--- src/hw/rtl/ssm_pkg.sv ---
// Package for the suffix match block: types, SHA-1 constants and helpers.
// No dependencies.
package ssm_pkg;
	localparam int MsgBytes = 12;
	localparam int Rounds = 80;
	localparam logic [31:0] H0 = 32'h67452301;
	localparam logic [31:0] H1 = 32'hEFCDAB89;
	localparam logic [31:0] H2 = 32'h98BADCFE;
	localparam logic [31:0] H3 = 32'h10325476;
	localparam logic [31:0] H4 = 32'hC3D2E1F0;
	localparam logic [0:0] CFG_TARGET = 1'b0;
	localparam logic [0:0] CFG_LEN = 1'b1;

	typedef struct packed {
		logic [31:0] a;
		logic [31:0] b;
		logic [31:0] c;
		logic [31:0] d;
		logic [31:0] e;
	} state_t;

	typedef logic [15:0][31:0] sched_t;

	function automatic logic [31:0] rotl1(input logic [31:0] x);
		rotl1 = {x[30:0], x[31]};
	endfunction

	function automatic logic [31:0] round_k(input logic [6:0] r);
		logic [31:0] k;
		if (r < 7'd20) begin
			k = 32'h5A827999;
		end else if (r < 7'd40) begin
			k = 32'h6ED9EBA1;
		end else if (r < 7'd60) begin
			k = 32'h8F1BBCDC;
		end else begin
			k = 32'hCA62C1D6;
		end
		round_k = k;
	endfunction

	function automatic logic [31:0] round_f(input logic [6:0] r, input logic [31:0] b,
			input logic [31:0] c, input logic [31:0] d);
		logic [31:0] f;
		if (r < 7'd20) begin
			f = (b & c) | (~b & d);
		end else if (r < 7'd40) begin
			f = b ^ c ^ d;
		end else if (r < 7'd60) begin
			f = (b & c) | (b & d) | (c & d);
		end else begin
			f = b ^ c ^ d;
		end
		round_f = f;
	endfunction

	// ASCII hex digit of a nibble (upper case)
	function automatic logic [7:0] hex_char(input logic [3:0] n);
		hex_char = (n < 4'd10) ? (8'h30 | {4'd0, n}) : (8'd55 + {4'd0, n});
	endfunction

	// alphabet 0-9A-Z, indices above 35 saturate to Z
	function automatic logic [7:0] sym_char(input logic [5:0] idx);
		logic [5:0] s;
		s = (idx > 6'd35) ? 6'd35 : idx;
		sym_char = (s < 6'd10) ? (8'h30 + {2'd0, s}) : (8'd55 + {2'd0, s});
	endfunction
endpackage

--- src/hw/rtl/ssm_round.sv ---
// One SHA-1 round stage with its schedule window, registered.
// Depends on ssm_pkg.
module ssm_round #(
	parameter logic [6:0] RND = 7'd0
) (
	input  logic            clk,
	input  logic            en,
	input  ssm_pkg::state_t st_in,
	input  ssm_pkg::sched_t w_in,
	output ssm_pkg::state_t st_s1,
	output ssm_pkg::sched_t w_s1
);
	ssm_pkg::state_t nx;
	logic [31:0] wn;
	always_comb begin
		nx.a = {st_in.a[26:0], st_in.a[31:27]}
			+ ssm_pkg::round_f(RND, st_in.b, st_in.c, st_in.d)
			+ st_in.e + ssm_pkg::round_k(RND) + w_in[0];
		nx.b = st_in.a;
		nx.c = {st_in.b[1:0], st_in.b[31:2]};
		nx.d = st_in.c;
		nx.e = st_in.d;
		wn = ssm_pkg::rotl1(w_in[13] ^ w_in[8] ^ w_in[2] ^ w_in[0]);
	end
	always_ff @(posedge clk) begin
		if (en) begin
			st_s1 <= nx;
			w_s1 <= {wn, w_in[15:1]};
		end
	end
endmodule

--- config.mk ---
export PLATFORM = sky130hd
export DESIGN_NAME = ssm_round
export DESIGN_NICKNAME = d
export VERILOG_FILES = /design/src/hw/rtl/ssm_pkg.sv /design/src/hw/rtl/ssm_round.sv
export SDC_FILE = /design/constraint.sdc
export NUM_CORES = 1
export LEC_CHECK = 0
export BUFFER_PORTS_ARGS = -buffer_cell sky130_fd_sc_hd__clkbuf_2
export CELL_PAD_IN_SITES_DETAIL_PLACEMENT = 0
export CELL_PAD_IN_SITES_GLOBAL_PLACEMENT = 1
export CORE_AREA = 2 2 529 531
export CTS_CLUSTER_DIAMETER = 30
export DETAILED_ROUTE_END_ITERATION = 10
export DIE_AREA = 0 0 531 533
export GPL_TIMING_DRIVEN = 0
export MAX_ROUTING_LAYER = met4
export PLACE_DENSITY_LB_ADDON = 0.05
export SYNTH_ARGS = -nofsm -noshare
export SYNTH_HDL_FRONTEND = slang
export SYNTH_SLANG_ARGS = --single-unit
export TNS_END_PERCENT = 10
--- constraint.sdc ---
create_clock -name clk -period 5.5 [get_ports clk]
set_input_delay 1.1 -clock clk [delete_from_list [all_inputs] [get_ports clk]]
set_output_delay 1.1 -clock clk [all_outputs]
set_load 0.01 [all_outputs]
==> flow_summary.toml <==
[worst_setup_path]
start_kind = "input pin"
worst_path_most_repeated_cell = "fa_1"
critPathLaunch = "st_in[139]"
required_ns = 6.06
cp_cell_sequence = "clkbuf_2, inv_1, fa_1, inv_1, fa_1, fa_1, ha_1, nand4_1, nor2_1, nand4_1, a31oi_2, mux2_1, and4_1"
crit_slowest_cell = "fa_1"
critPathBufInv = 3
crit_type = "input pin to register"
end_kind = "register"
crit_fanout = 7
slowest_delay_ns = 0.57
cp_top_family = "adder cells"
worstPathArrival_ns = 5.27

[yosys]
synth-main-ff-cell = "edfxtp_1"
ys_seq_area_share_pct = 79.00
synth-seq-cells = 672
syn_area_sq_mm = 0.02554
syn_nets = 2131
synth-compound-area-share_pct = 2.665
synth_fa_ha_area_share_pct = 7.867
yosys-top-cells-area = "edfxtp_1 (79%), fa_1 (4.8%), ha_1 (3.1%)"
synthMuxAreaShare_pct = 1.450
synth.largest_area_cell = "edfxtp_1"
synthSimpleGateAreaFrac_pct = 1.969
async_flop_share_pct = 0
synth_area_per_cell_sq_um = 19.16
synth_xor_area_share_pct = 4.286
synthCells = 1333
synth_top_family_by_area = "adder cells"
synth.distinct_cells = 58
netlist.area_leader.share_pct = 79.00
yosysWarnings = 0
synth_edf_count = 672

[timing]
fmax_mhz = 212.1
fin_crit_ns = 4.715
hold_viol = 0
setup_violations = 0
tightest_slew_ns = 0.6677
slew_headroom_pct = 55.01
drv_slew = 0
whs_ns = 0.4162
timing.final.crit_share_pct = 85.73
grt_setup_unrepaired = "false"

[cells_and_area]
drive_above_1_share_pct = 55.72
final_area_sq_mm = 0.04584
area_growth_pct = 79.48
final_net_count = 3755

[global_route]
antenna_found_initial = 95
grt_start_max_net_pins = 106
gr-total-overflow = 0
grt_use_total_pct = 10.69
grt_pass1_vias = 21070
grt_first_pass_wirelength_um = 196000

[run_status]
outcome = "finished, final reports clean"

[floorplan]
die-area_sq_mm = 0.2830
die_w_um = 531
coreArea_sq_mm = 0.2779
start_util_pct = 9.190
io_pins = 1346
row_count = 194
die_h_um = 533

[clock_network]
cts_resized = 0
numCtsBuffers = 269
root_buffer = "clkbuf_16"
htree_levels = 5
clk_pin_slew_ns = 0.04
post_cts.repair.setup_buffers = 0
tritoncts = "yes"
clock_sinks = 672
hold_buffers = 0
clk_path_buf_depth = 4

[min_path]
hold_path.class = "input pin to register"
holdPathStages = 1
hp-start = "w_in[159]"
hold_end = "w_s1[127]"

[placed_design]
gp_congestion = 0.7657
placed_cell_area_sq_mm = 0.03716
dp_hpwl_um = 127400
port_buffers = 1345

[route]
wl_per_cell_um = 22.06
viasPerCell = 2.728
ant_nets = 0
routed_wl_um = 153500
drt_iter0_drc = 828
drt_pre_antenna_iters = 4
vias = 18980
drcViolationCount = 0

[pwr]
power.density_mw_per_mm2 = 527.6
leakagePower_uw = 0.01922
power.total_uw = 24190
ir_drop_mv = 0.1971

[run]
max-cap-violations = 0
stage by stage:
| step | setup slack (ns) | setup TNS, ns | std cells | utilization [%] |
|---|---|---|---|---|
| detailed placement | -0.2365 | -0.3631 | 6410 | 13.37 |
| global placement | -10.86 | -7097.94 | 6402 | 13.29 |
| floorplan | 0.9987 | 0 | 1333 | - |
| global route | 0.6033 | 0 | 6950 | 16.49 |
| CTS | 0.6768 | 0 | 6888 | 16.43 |
| finish | 0.7850 | 0 | 6958 | 16.49 |
placed cells by master (no fill, tap or decap), types with 23 or more instances in the layout:
cell type  Yosys  layout
clkinv_2       0      44
ha_1          63      63
inv_1        168     168
mux2_2        23      23
xnor2_1       86      86
a21oi_1       34      34
diode_2        0      70
clkinv_1       0      53
fa_1          61      61
clkbuf_2       2    1346
nand2_1       27      27
xor2_1        39      39
clkbuf_1       1      61
edfxtp_1     672     672
clkbuf_16      0     272
synthesized netlist by cell type (all sizes together) (3+ instances only):
master and number:
edfxtp 672, clkbuf 3, a31oi 8, nand2 27
mux2 24, xor2 39, or3 4, mux2i 10
xnor2 86, nand2b 3, ha 63, fa 61
a211oi 6, nand3 9, and3 8, and4 5
o211ai 3, a21oi 35, o21bai 3, o21ai 19
nor3 4, o21a 3, nand4 9, buf 8
nor2 17, inv 168, a21o 15
flip-flops by register name, summed over array words and instances, names as in the netlist:
| signal | cells |
|---|---|
| w_s1 | 512 |
| st_s1 | 160 |
layer usage:
layer	routed length (um)	GRT usage, %	part of all wire [%]
met4	5907	4.332	3.8
met3	15500	5.857	10
met1	50550	8.892	33
met2	81540	19.43	53
met5	0	-	0
area by class of cell:
cell class              instances  area, sq um
plain buffers                  11        73.82
well taps                    3724         4659
flip-flops and latches        672        20180
multi-input cells             482         4658
repair buffers               1353         6960
diodes                         70        175.2
clock buffers                 332         7032
inverters                     168        630.6
clock inverters               146         1473
fillers                     30790       232100
cell families after synthesis:
group,count (synthesis)
AND/OR/NAND/NOR,96
adder cells (fa/ha/maj),124
multiplexers,34
flip-flops,672
AO/OA/AOI/OAI,103
buffers and inverters,179
XOR/XNOR,125
where the power goes:
group | internal [uW] | switching [uW]
logic | 1320 | 2330
registers | 6350 | 158
clock network | 9730 | 4300
total | 17400 | 6790
how the worst max path moves through the flow:
stage,endpoint,slack [ns],cells after the start
CTS,st_s1[155],0.68,13
detailed placement,st_s1[155],-0.24,13
global route,st_s1[155],0.60,13
global placement,w_s1[21],-10.86,1
finish,st_s1[155],0.79,13
floorplan,st_s1[155],1.0,14
(Power assumes the default switching activity.)
