--- src/hw/rtl/ssm_pkg.sv ---
// Package for the suffix match block: types, SHA-1 constants and helpers.
// No dependencies.
package ssm_pkg;
	localparam int MsgBytes = 12;
	localparam int Rounds = 80;
	localparam logic [31:0] H0 = 32'h67452301;
	localparam logic [31:0] H1 = 32'hEFCDAB89;
	localparam logic [31:0] H2 = 32'h98BADCFE;
	localparam logic [31:0] H3 = 32'h10325476;
	localparam logic [31:0] H4 = 32'hC3D2E1F0;
	localparam logic [0:0] CFG_TARGET = 1'b0;
	localparam logic [0:0] CFG_LEN = 1'b1;

	typedef struct packed {
		logic [31:0] a;
		logic [31:0] b;
		logic [31:0] c;
		logic [31:0] d;
		logic [31:0] e;
	} state_t;

	typedef logic [15:0][31:0] sched_t;

	function automatic logic [31:0] rotl1(input logic [31:0] x);
		rotl1 = {x[30:0], x[31]};
	endfunction

	function automatic logic [31:0] round_k(input logic [6:0] r);
		logic [31:0] k;
		if (r < 7'd20) begin
			k = 32'h5A827999;
		end else if (r < 7'd40) begin
			k = 32'h6ED9EBA1;
		end else if (r < 7'd60) begin
			k = 32'h8F1BBCDC;
		end else begin
			k = 32'hCA62C1D6;
		end
		round_k = k;
	endfunction

	function automatic logic [31:0] round_f(input logic [6:0] r, input logic [31:0] b,
			input logic [31:0] c, input logic [31:0] d);
		logic [31:0] f;
		if (r < 7'd20) begin
			f = (b & c) | (~b & d);
		end else if (r < 7'd40) begin
			f = b ^ c ^ d;
		end else if (r < 7'd60) begin
			f = (b & c) | (b & d) | (c & d);
		end else begin
			f = b ^ c ^ d;
		end
		round_f = f;
	endfunction

	// ASCII hex digit of a nibble (upper case)
	function automatic logic [7:0] hex_char(input logic [3:0] n);
		hex_char = (n < 4'd10) ? (8'h30 | {4'd0, n}) : (8'd55 + {4'd0, n});
	endfunction

	// alphabet 0-9A-Z, indices above 35 saturate to Z
	function automatic logic [7:0] sym_char(input logic [5:0] idx);
		logic [5:0] s;
		s = (idx > 6'd35) ? 6'd35 : idx;
		sym_char = (s < 6'd10) ? (8'h30 + {2'd0, s}) : (8'd55 + {2'd0, s});
	endfunction
endpackage

--- src/hw/rtl/ssm_msg.sv ---
// Message builder stage: forms the 16 schedule words of the padded block.
// Depends on ssm_pkg.
module ssm_msg (
	input  logic [3:0]      year_digit,
	input  logic [5:0]      week_number,
	input  logic [5:0]      symbol_a,
	input  logic [5:0]      symbol_b,
	input  logic [5:0]      symbol_c,
	output ssm_pkg::sched_t blk
);
	logic [7:0] tens, ones, ca, cb, cc;
	logic [7:0] wk;
	always_comb begin
		wk = {2'd0, week_number};
		// divide by ten via reciprocal: (x*205)>>11 in 16 bits, exact for x < 320
		tens = 8'(({8'd0, wk} * 16'd205) >> 11);
		ones = 8'(wk - 8'(tens * 8'd10));
		ca = ssm_pkg::sym_char(symbol_a);
		cb = ssm_pkg::sym_char(symbol_b);
		cc = ssm_pkg::sym_char(symbol_c);
		blk = '0;
		blk[0] = {8'h43, 8'h50, 8'h30, 8'h30 | {4'd0, year_digit}};
		blk[1] = {8'h30 + tens, 8'h30 + ones,
			ssm_pkg::hex_char(ca[7:4]), ssm_pkg::hex_char(ca[3:0])};
		blk[2] = {ssm_pkg::hex_char(cb[7:4]), ssm_pkg::hex_char(cb[3:0]),
			ssm_pkg::hex_char(cc[7:4]), ssm_pkg::hex_char(cc[3:0])};
		blk[3] = 32'h80000000;
		blk[15] = 32'(ssm_pkg::MsgBytes * 8);
	end
endmodule

--- config.mk ---
export PLATFORM = sky130hd
export DESIGN_NAME = ssm_msg
export DESIGN_NICKNAME = d
export VERILOG_FILES = /design/src/hw/rtl/ssm_pkg.sv /design/src/hw/rtl/ssm_msg.sv
export SDC_FILE = /design/constraint.sdc
export NUM_CORES = 1
export LEC_CHECK = 0
export BUFFER_PORTS_ARGS = -buffer_cell sky130_fd_sc_hd__buf_2
export CAP_MARGIN = 20
export CORE_AREA = 2 2 212 214
export DETAILED_ROUTE_END_ITERATION = 10
export DIE_AREA = 0 0 214 216
export PLACE_DENSITY = 0.35
export SYNTH_ARGS = -nofsm -noshare
export SYNTH_HDL_FRONTEND = slang
export SYNTH_SLANG_ARGS = --single-unit
--- constraint.sdc ---
create_clock -name vclk -period 6.5
set_input_delay 0.65 -clock vclk [all_inputs]
set_output_delay 0.65 -clock vclk [all_outputs]
set_load 0.02 [all_outputs]
==> results of run 1 <==
==> how the worst max path moves through the flow <==
| stage | end | start | slack (ps) | cells after the start |
|---|---|---|---|---|
| after global routing | blk[54] | week_number[4] | 370 | 22 |
| after global placement | blk[54] | week_number[4] | 610 | 21 |
| after detailed placement | blk[54] | week_number[4] | 640 | 22 |
| after floorplan | blk[55] | week_number[4] | 720 | 21 |
| after CTS | blk[54] | week_number[4] | 630 | 22 |
| final | blk[54] | week_number[4] | 670 | 22 |
==> layout by cell type, fill, tap and decap left out, types with 8 or more instances in the layout <==
cell and n:
conb_1 467, buf_2 65, ha_1 39, inv_1 20
a21oi_1 18, nor2_1 12, xor2_1 9, nand2_1 8
o21ai_0 8, fa_1 8
==> stage by stage <==
| stage | hold slack (ps) | instances | total power [mW] |
|---|---|---|---|
| global route | 1300 | 1334 | 0.803 |
| CTS | 1300 | 1334 | 0.735 |
| floorplan | 1410 | 1161 | 0.803 |
| detailed placement | 1300 | 1334 | 0.733 |
| finish | 1300 | 1334 | 0.728 |
| global placement | 1300 | 1334 | 0.733 |
==> cells by family (layout without fill, tap and decap cells) <==
kind of cell / after synthesis / in the layout
simple gates: 48 / 48
mux: 4 / 4
fa+ha+maj: 47 / 47
compound gates: 75 / 75
other cells: 2 / 467
xor+xnor: 16 / 16
buf+inv: 504 / 85
==> report_power, final <==
| group | internal [mW] | switching (mW) | total, mW | leakage (nW) |
|---|---|---|---|---|
| Sequential | 0 | 0 | 0 | 0 |
| Combinational | 0.184 | 0.544 | 0.728 | 2.62 |
| Clock | 0 | 0 | 0 | 0 |
| Total | 0.184 | 0.544 | 0.728 | 2.62 |
==> final cells by class <==
cell class                      count  area [µm²]  share of cell area
Multi-Input combinational cell    657        3390               0.748
Inverter                           20        75.1              0.0166
Timing Repair Buffer               65         325              0.0717
Tap cell                          592         741               0.163
==> layer usage <==
layer | track usage | vias to the layer above | part of all wire
met3 | 0.00254 | 6 | 0.12
li1 | - | 1383 | -
met2 | 0.0482 | 249 | 0.51
met4 | 0.00117 | 0 | 0.0034
met5 | 0 | - | 0
met1 | 0.0353 | 1301 | 0.37
==> impl_metrics.env, run 1 <==
export IMPL_placed_area_um2=4540
export IMPL_final_hold_violation_count=0
export IMPL_grt_pass1_wl_um=10400
export IMPL_worstHoldEndpoint="blk[1]"
export IMPL_core_area_um2=43800
export IMPL_cpMostUsedCell="ha_1"
export IMPL_fin_crit_ps=5830
export IMPL_synth_largest_area_cell="buf_4"
export IMPL_hold_depth=0
export IMPL_grt_pass1_vias=1925
export IMPL_synth_top_family_by_area="buffers and inverters"
export IMPL_maxSlewHeadroom=0.552
export IMPL_pin_count=540
export IMPL_power_leakage_nw=2.62
export IMPL_post_synth_fa_ha_maj_area_fraction=0.121
export IMPL_n_clock_buffer=0
export IMPL_cp_num_buf_inv=6
export IMPL_ant_nets=0
export IMPL_grt_setup_unrepaired="false"
export IMPL_critPathRequiredTime_ps=5850
export IMPL_path_class="primary input to output port"
export IMPL_peakVddDrop_mv=0.136
export IMPL_dieArea_um2=46200
export IMPL_crit_path_max_incr_delay_ps=470
export IMPL_synthMuxAreaShare=0.00748
export IMPL_tns_ps=0
export IMPL_finalSetupViolations=0
export IMPL_antenna_found_initial=0
export IMPL_design_area_um2=4540
export IMPL_grt_overflow_total=0
export IMPL_cts_setup_buffers=0
export IMPL_via_per_inst=2.20
export IMPL_syn_area_um2=5350
export IMPL_worstPathArrival_ps=5180
export IMPL_cts_repair_resized=0
export IMPL_drtPass1Iterations=4
export IMPL_start_util=0.122
export IMPL_synth_xor_area_frac=0.0262
export IMPL_die_w_um=214
export IMPL_grt_use_total=0.0265
export IMPL_worst_pin_slew_ps=672
export IMPL_hp_class="primary input to output port"
export IMPL_drt_drc_violations_left=0
export IMPL_synth_commonest_cells="buf_4, ha_1, inv_1"
export IMPL_die_h_um=216
export IMPL_ctsHoldBuffers=0
export IMPL_drt_iter0_markers=44
export IMPL_critPathTopFamily="adder cells"
export IMPL_start_kind="primary input"
export IMPL_insertedDiodeCount=0
export IMPL_drive_above_1_share=0.101
export IMPL_drv_slew=0
export IMPL_yosysTopAreaCellShare=0.662
export IMPL_numPortBuffers=65
export IMPL_synth_distinct_cells=42
export IMPL_seq_area_um2=0
export IMPL_detail_route_wl_per_cell_um=6.17
export IMPL_min_from="year_digit[1]"
export IMPL_fin_crit_sh=0.896
export IMPL_final_setup_worst_slack_ps=673
export IMPL_ys_seq_area_frac=0
export IMPL_place_congestion=0.696
export IMPL_path_max_fanout=4
export IMPL_p_per_area_nw_per_um2=160
export IMPL_path_cells="buf_2, inv_1, ha_1, inv_1, fa_1, fa_1, ha_1, a2111o_1, a21oi_1, nor3_1, nor2_1, xnor2_1, ha_1, ha_1, ha_1, inv_1, ha_1, inv_1, o21bai_1, a21oi_1, xor2_1, buf_2"
export IMPL_drt_total_wl_um=8230
export IMPL_synth_most_common_cell="buf_4"
export IMPL_place_ws_ps=637
export IMPL_syn2layout_area_growth_pct=-15.2
export IMPL_synthSimpleGateAreaFrac=0.0470
export IMPL_ys_top_cells_by_area="buf_4, ha_1, fa_1"
export IMPL_grt_max_degree=13
export IMPL_synth_compound_area_frac=0.105
export IMPL_outcome="completed"
export IMPL_num_fill_cells=5184
export IMPL_endpoint_kind="output port"
export IMPL_place_hpwl_um=7690
export IMPL_syn_area_per_cell_um2=7.69
export IMPL_synth_warnings=0
export IMPL_fmax_mhz=172
export IMPL_seq_cell_count=0
export IMPL_synth_cells=696
export IMPL_fin_util=0.103
export IMPL_fin_nets=819
export IMPL_core_rowCount=77
export IMPL_crit_slowest_cell="fa_1"
export IMPL_drv_cap=0
export IMPL_via_count=2939
(Power assumes the default switching activity.)
==> run 2: changes to the inputs <==
==> constraint.sdc (replaced) <==
create_clock -name vclk -period 5.6
set_input_delay 0.56 -clock vclk [all_inputs]
set_output_delay 0.56 -clock vclk [all_outputs]
set_load 0.02 [all_outputs]
==> impl_metrics.env, run 2 (synthesis results as in run 1) <==
export IMPL_grt_pass1_wl_um=11100
export IMPL_finalSetupViolations=0
export IMPL_multi_input_area_um2=3500
export IMPL_seq_area_um2=0
export IMPL_hold_depth=0
export IMPL_min_from="year_digit[1]"
export IMPL_ant_nets=0
export IMPL_final_common_cell="conb_1"
export IMPL_via_per_inst=2.24
export IMPL_mostFrequentLayoutCells="conb_1, buf_2, ha_1"
export IMPL_cp_startpoint="week_number[4]"
export IMPL_critPathRequiredTime_ps=5040
export IMPL_drtPass1Iterations=4
export IMPL_syn2layout_area_growth_pct=-11.7
export IMPL_fin_nets=830
export IMPL_final_hold_violation_count=0
export IMPL_numPortBuffers=65
export IMPL_path_class="primary input to output port"
export IMPL_place_congestion=0.702
export IMPL_drive_above_1_share=0.137
export IMPL_path_max_fanout=3
export IMPL_final_setup_worst_slack_ps=279
export IMPL_ctsHoldBuffers=0
export IMPL_n_clock_buffer=0
export IMPL_final_cells=1345
export IMPL_drt_total_wl_um=8660
export IMPL_start_kind="primary input"
export IMPL_peakVddDrop_mv=0.221
export IMPL_dieArea_um2=46200
export IMPL_p_total_mw=0.966
export IMPL_drv_cap=0
export IMPL_maxSlewHeadroom=0.540
export IMPL_pin_count=540
export IMPL_intPower_mw=0.293
export IMPL_fin_crit_ps=5320
export IMPL_swShare=0.696
export IMPL_place_inst=1341
export IMPL_via_count=3013
export IMPL_endpoint_kind="output port"
export IMPL_grt_use_total=0.0286
export IMPL_fin_crit_sh=0.950
export IMPL_outcome="completed"
export IMPL_seq_cell_count=0
export IMPL_grt_pass1_vias=2002
export IMPL_num_fill_cells=5166
export IMPL_drv_slew=0
export IMPL_power_leakage_nw=2.68
export IMPL_worst_pin_slew_ps=686
export IMPL_drt_drc_violations_left=0
export IMPL_place_hpwl_um=8000
export IMPL_combPwrFrac=1.000
export IMPL_fmax_mhz=188
export IMPL_hp_class="primary input to output port"
export IMPL_power_net_switching_mw=0.673
export IMPL_die_h_um=216
export IMPL_grt_overflow_total=0
export IMPL_crit_slowest_cell="fa_1"
export IMPL_antenna_found_initial=0
export IMPL_pwr_share_clk=0
export IMPL_critPathCapture="blk[53]"
export IMPL_core_rowCount=77
export IMPL_worstPathArrival_ps=4760
export IMPL_detail_route_wl_per_cell_um=6.44
export IMPL_insertedDiodeCount=0
export IMPL_path_cells="buf_2, buf_4, ha_1, fa_2, fa_1, ha_4, a2111o_1, a21oi_2, nor3_1, nor2_1, xnor2_1, ha_1, ha_1, ha_1, inv_2, ha_4, inv_2, nor2_2, nor2_2, buf_4, xnor2_1, buf_4"
export IMPL_fin_util=0.108
export IMPL_crit_path_max_incr_delay_ps=590
export IMPL_cpMostUsedCell="ha_1"
export IMPL_p_per_area_nw_per_um2=204
export IMPL_die_w_um=214
export IMPL_drt_iter0_markers=47
export IMPL_grt_max_degree=13
export IMPL_place_ws_ps=37.5
export IMPL_core_area_um2=43800
export IMPL_start_util=0.122
export IMPL_p_seq_frac=0
-- run 2: cell count changes in the layout (fill, tap and decap cells not counted), moves of 2 or more --
cell     previous run  this run
buf_2              65        63
a21oi_2             3         5
buf_4               0        13
fa_1                8         6
a21oi_1            18        16
inv_1              20        18
ha_1               39        34
nor2_1             12        10
fa_2                0         2
ha_4                0         5
nor2_2              0         2
inv_2               0         2
-- run 2: final cells by class --
type	instances	area share
inverter	20	0.0159
timing repair buffer	76	0.0874
tap	592	0.157
multi-input combinational	657	0.740
-- run 2: worst max-delay path, delay by kind of cell --
family,cells,cell delay (ps)
buf+inv,6,610
compound gates,2,530
xor+xnor,2,260
fa+ha+maj,8,2400
simple gates,4,380
-- run 2: worst min-delay path by stage --
| stage | endpoint | slack (ps) |
|---|---|---|
| 2_1_floorplan | blk[0] | 1230 |
| 3_3_place_gp | blk[1] | 1120 |
| 3_5_place_dp | blk[1] | 1120 |
| 4_1_cts | blk[1] | 1120 |
| 5_1_grt | blk[1] | 1120 |
| 6_report | blk[1] | 1120 |
-- run 2: power groups by stage --
stage	clock [mW]	sequential [mW]	combinational (mW)
final	0	0	0.966
after global routing	0	0	1.07
after CTS	0	0	0.888
after detailed placement	0	0	0.884
after global placement	0	0	0.883
after floorplan	0	0	0.934
-- run 2: timing repair --
action / CTS / global route
resized for setup: 0 / 18
endpoints found under the setup margin: 0 / 4
buffers inserted: 0 / 4
-- run 2: layer usage --
layer / global-route usage / up-vias / share of wire
met5: 0 / - / 0
met4: 0.00256 / 0 / 0.0088
met3: 0.00338 / 4 / 0.11
met2: 0.0535 / 255 / 0.53
met1: 0.0361 / 1348 / 0.35
li1: - / 1406 / -
-- run 2: stage by stage --
step | TNS (ps) | hold WS, ps | area, µm²
floorplan | 0 | 1230 | 7100
global placement | 0 | 1120 | 4590
detailed placement | 0 | 1120 | 4590
CTS | 0 | 1120 | 4590
global route | -2.24 | 1120 | 4730
finish | 0 | 1120 | 4730
